===== config.mk =====
export PLATFORM = sky130hd
export DESIGN_NAME = hgrh_muldiv
export DESIGN_NICKNAME = d
export VERILOG_FILES = /design/src/design/assert_macros.svh /design/src/design/hgrh_pkg.sv /design/src/design/hgrh_muldiv.sv
export SDC_FILE = /design/constraint.sdc
export NUM_CORES = 2
export LEC_CHECK = 0
export BUFFER_PORTS_ARGS = -buffer_cell sky130_fd_sc_hd__buf_2
export CAP_MARGIN = 20
export CORE_ASPECT_RATIO = 1.75
export CORE_MARGIN = 5
export CORE_UTILIZATION = 55
export CTS_CLUSTER_DIAMETER = 150
export DETAILED_ROUTE_END_ITERATION = 7
export PLACE_DENSITY = 0.72
export SLEW_MARGIN = 20
export SYNTH_ARGS = -nofsm -noshare
export SYNTH_HDL_FRONTEND = slang
export SYNTH_SLANG_ARGS = --single-unit
export TNS_END_PERCENT = 20

===== constraint.sdc =====
create_clock -name clk -period 14.2 [get_ports clk]
set_input_delay 0.71 -clock clk [delete_from_list [all_inputs] [get_ports clk]]
set_output_delay 0.71 -clock clk [all_outputs]
set_load 0.02 [all_outputs]

===== src/design/assert_macros.svh =====
// assertion macros used by the ray unit design file
`ifndef ASSERT_MACROS_SVH
`define ASSERT_MACROS_SVH

// concurrent check on the rising clock, off while reset is low
`define HGRH_ASSERT(lbl, prop, msg) \
	lbl: assert property (@(posedge clk) disable iff (!arst_n) prop) else $error(msg);

// same check written as antecedent and consequent in the same cycle
`define HGRH_ASSERT_IMPL(lbl, ante, cons, msg) \
	`HGRH_ASSERT(lbl, (ante) |-> (cons), msg)

`endif


===== src/design/hgrh_pkg.sv =====
// shared types and constants of the height-field ray unit
`default_nettype none

package hgrh_pkg;

	localparam int COORD_W = 24;
	localparam int CFG_W   = 9;

	localparam logic FUNC_WRITE = 1'b0;
	localparam logic FUNC_QUERY = 1'b1;

	localparam logic REG_WIDTH  = 1'b0;
	localparam logic REG_HEIGHT = 1'b1;

	typedef enum logic [2:0] {
		OUT_NONE  = 3'd0,
		OUT_START = 3'd1,
		OUT_TOP   = 3'd2,
		OUT_MX    = 3'd3,
		OUT_PX    = 3'd4,
		OUT_MY    = 3'd5,
		OUT_PY    = 3'd6
	} outcome_t;

	typedef struct packed {
		logic busy;
		logic done;
	} md_stat_t;

endpackage

`default_nettype wire


===== src/design/hgrh_muldiv.sv =====
// shared multiply then restoring divide unit: trunc(d * num / den)
`default_nettype none

module hgrh_muldiv import hgrh_pkg::*; #(
	parameter int DW = 26,
	parameter int NW = 25,
	parameter int QW = 27
) (
	input  wire                  clk,
	input  wire                  arst_n,
	input  wire                  go,
	input  wire signed [DW-1:0]  d,
	input  wire signed [NW-1:0]  num,
	input  wire signed [DW-1:0]  den,
	output md_stat_t             stat,
	output logic signed [QW-1:0] quot
);

	localparam int PRW  = DW + NW;
	localparam int CNTW = $clog2(PRW);
	localparam logic [CNTW-1:0] CNT_LAST = CNTW'(PRW - 1);

	typedef enum logic [1:0] {P_IDLE, P_MUL, P_DIV, P_FIN} phase_t;

	phase_t                 phase_q;
	logic                   done_q;
	logic [CNTW-1:0]        cnt_q;
	logic signed [DW-1:0]   a_q;
	logic signed [NW-1:0]   b_q;
	logic [DW-1:0]          den_q;
	logic                   neg_q;
	logic [PRW-1:0]         dvd_q;
	logic [DW-1:0]          rem_q;
	logic signed [QW-1:0]   quot_q;

	logic signed [PRW-1:0]  prod;
	logic [PRW-1:0]         prod_mag;
	logic [DW:0]            trial;
	logic [DW:0]            diff;
	logic                   ge;
	logic signed [QW-1:0]   qmag;

	assign prod     = PRW'(a_q) * PRW'(b_q);
	assign prod_mag = prod[PRW-1] ? PRW'(-prod) : PRW'(prod);
	assign trial    = {rem_q, dvd_q[PRW-1]};
	assign diff     = trial - {1'b0, den_q};
	assign ge       = trial >= {1'b0, den_q};
	assign qmag     = $signed(dvd_q[QW-1:0]);

	always_ff @(posedge clk or negedge arst_n) begin
		if (!arst_n) begin
			phase_q <= P_IDLE;
			done_q  <= 1'b0;
			cnt_q   <= '0;
		end else begin
			done_q <= 1'b0;
			unique case (phase_q)
				P_IDLE: begin
					if (go) begin
						phase_q <= P_MUL;
					end
				end
				P_MUL: begin
					cnt_q   <= '0;
					phase_q <= P_DIV;
				end
				P_DIV: begin
					cnt_q <= cnt_q + 1'b1;
					if (cnt_q == CNT_LAST) begin
						phase_q <= P_FIN;
					end
				end
				P_FIN: begin
					done_q  <= 1'b1;
					phase_q <= P_IDLE;
				end
				default: phase_q <= P_IDLE;
			endcase
		end
	end

	always_ff @(posedge clk) begin
		unique case (phase_q)
			P_IDLE: begin
				if (go) begin
					a_q   <= d;
					b_q   <= num;
					den_q <= den;
				end
			end
			P_MUL: begin
				neg_q <= prod[PRW-1];
				dvd_q <= prod_mag;
				rem_q <= '0;
			end
			P_DIV: begin
				// quotient bits shift in where dividend bits leave
				rem_q <= ge ? diff[DW-1:0] : trial[DW-1:0];
				dvd_q <= {dvd_q[PRW-2:0], ge};
			end
			P_FIN: begin
				quot_q <= neg_q ? -qmag : qmag;
			end
			default: begin
			end
		endcase
	end

	assign stat.busy = (phase_q != P_IDLE);
	assign stat.done = done_q;
	assign quot      = quot_q;

endmodule

`default_nettype wire


==> impl_metrics.toml <==
[yosys]
synth_top_cells_by_count = "716 x inv_1, 682 x fa_1, 428 x nand2_1, 310 x and2_1, 182 x edfxtp_1"
most_common_cell_in_the_netlist = "inv_1"
seq_area_frac_synth = 0.165
synth_cell_type_count = 95
synth.cell_area_mm2 = 0.0344
syn_warnings = 0
synth_async_sr_flop_share = 0.0471
synthesis.instances = 3531
avgSynthCellArea_um2 = 9.76
synth_enable_flop_cells = 182
ys.flop_type = "edfxtp_1"
syn_nets = 4471
synth_largest_area_cell = "fa_1"
synth.area.top_cells = "fa_1 40%, edfxtp_1 16%, inv_1 7.8%, ha_1 6.5%, and2_1 5.6%"
synth_seq_cells = 191
synth_top_area_frac = 0.396

[cts]
cts_htree_levels = 4
clk_latency_ns = 0.51
cts-buffers-inserted = 17
clkSinkCount = 191
post_cts_resize_count = 0
worst_setup_hold_path_clk_slew_ns = 0.08
clockBufferDepth = 2
tritoncts = "done"
root_buffer = "clkbuf_16"
cts-hold-fix-buffers = 0
cts_setup_buffers = 0

[setup_path]
worst_setup_path_startpoint = "a_q[12]"
timing.setup.critical_path_class = "flop to flop"
cp_data_required_time_ns = 14.45
critical_path.n_buffers_inverters = 8
critPathLaunchType = "flop"
timing.critical_path.to_type = "flop"
critPathTopFamily = "adder cells"
crit_fanout = 35
timing.critical_path.arrival_ns = 10.01
timing.rr.start = "a_q[12]"
timing.critical_path.slowest_stage_cell = "edfxtp_1"
delay_of_the_slowest_cell_on_the_worst_path_ns = 0.97

[sta]
worst-slew-pin-transition_ns = 1.13
tns_ns = 0
timing_hold_violations_final = 0
final_min_period_over_clock_period = 0.687
finClkSkew_ns = 0.0181
timing.fmax_mhz = 102
finalWorstPathRequiredPeriod_ns = 9.76
timing.slew.headroom = 0.248
report.final.slew_viol_count = 0
report.final.setup_viol = 0
grt_setup_unrepaired = "false"
final_critical_path_setup_slack_ns = 4.44

[placed_design]
place_inst = 4328
detailed_place_hpwl_um = 73600
place.gp.congestion = 0.955
place.port_buffers = 108
placement.setup.worst_slack_ns = 4.58

[die]
placeableCoreArea_mm2 = 0.0622
rows = 121
fp.dieArea_mm2 = 0.0679
die-height_um = 341
die_width_um = 199
initial_utilization = 0.554
design.portCount = 109

[run_status]
run_status = "completed"

[grt]
number_of_global_route_vias_before_repair = 27600
grt_antenna_before_repair = 0
global_route_usage_over_all_layers = 0.287
grt_max_degree = 76
globalRouteOverflowTotal = 0
grt_pass1_wl_um = 148000

[min_path]
min_path_type = "input pin to async pin"

[routing]
num_vias = 25200
detailedRoute.firstIterationViolations = 1413
ant_nets = 0
post_drt_wl_per_cell_um = 21.5
routed_wl_um = 93500
route.detailed.drc = 0
firstDrtPassIters = 5
vias_per_cell = 5.77

[finish]
layout.cells.non_filler = 4361
drive_above_1_share = 0.0730
antenna_cells_inserted = 0
flow.area_growth_from_synthesis_pct = 5.53
layout.nets = 4489

[run]
max_cap_viols = 0
-- kinds of logic after synthesis --
kind of cell | count (synthesis) | share of synthesized area
flip-flops | 191 | 0.165
adder cells (fa/ha/maj) | 860 | 0.461
AO/OA/AOI/OAI | 368 | 0.0730
multiplexers | 58 | 0.0181
AND/OR/NAND/NOR | 1053 | 0.154
XOR/XNOR | 131 | 0.0333
buffers and inverters | 870 | 0.0959
-- routing by layer --
| metal | vias up | part of all wire | global-route usage |
|---|---|---|---|
| met1 | 12700 | 0.32 | 0.288 |
| met3 | 442 | 0.048 | 0.0395 |
| met4 | 0 | 0.11 | 0.238 |
| li1 | 11000 | - | - |
| met5 | - | 0 | 0 |
| met2 | 968 | 0.52 | 0.517 |
-- flip-flops by register name, summed over array words and instances, names as in the netlist --
name     cells
a_q         26
b_q         25
cnt_q        6
den_q       26
done_q       1
dvd_q       51
neg_q        1
phase_q      2
quot        27
rem_q       26
-- worst reg2reg max path: cells and delay by family, from the launching register on --
kind	cells	cell delay (ns)
simple gates	5	1.24
flops	1	0.97
mux	2	0.46
xor+xnor	1	0.12
compound gates	4	1.32
fa+ha+maj	8	4.01
buf+inv	8	1.39
-- area by class of cell --
cell class	instances	area, um^2
tap	799	1000
clock inverter	14	170
fill	5381	25900
multi-input combinational	2470	25500
clock buffer	18	429
sequential	191	5690
inverter	717	2690
timing repair buffer	152	898
-- through the flow --
| step | util | instance area [um^2] | hold slack [ns] |
|---|---|---|---|
| 2_1_floorplan | - | 34400 | 0.414 |
| 3_3_place_gp | 0.574 | 35700 | 0.479 |
| 3_5_place_dp | 0.574 | 35700 | 0.514 |
| 4_1_cts | 0.584 | 36300 | 0.0357 |
| 5_1_grt | 0.584 | 36400 | 0.0564 |
| 6_report | 0.584 | 36400 | 0.0482 |
-- path summary, 6_finish.rpt --
path,endpoint,slack (ns),cells after the start
max,dvd_q[32],4.44,28
min,done_q,0.05,1
max reg2reg,dvd_q[32],4.44,28
min reg2reg,quot[0],0.53,0
max in group asynchronous,cnt_q[0],13.97,1
min in group clk,a_q[23],0.37,1
-- layout by cell type, fill, tap and decap left out, types with 17 or more instances in the layout --
| master | Yosys | routed |
|---|---|---|
| a21oi_1 | 85 | 85 |
| and3_1 | 19 | 19 |
| nand4_1 | 26 | 26 |
| mux2_2 | 30 | 30 |
| inv_1 | 716 | 714 |
| xnor2_1 | 89 | 89 |
| nor3_1 | 23 | 23 |
| and2_1 | 310 | 309 |
| nand2b_1 | 18 | 18 |
| fa_1 | 682 | 682 |
| o21a_1 | 26 | 26 |
| nand2_1 | 428 | 428 |
| xor2_1 | 42 | 42 |
| ha_1 | 178 | 176 |
| a21o_1 | 25 | 25 |
| nor2_1 | 114 | 114 |
| or3_1 | 24 | 24 |
| o21ai_0 | 84 | 84 |
| edfxtp_1 | 182 | 182 |
| clkbuf_16 | 0 | 17 |
| nand3_1 | 28 | 28 |
| buf_2 | 11 | 108 |
| mux2i_1 | 27 | 27 |
| buf_4 | 4 | 42 |
Power is not shown: default switching activity piles up to over one toggle a cycle in this logic, so the estimate is an artifact.
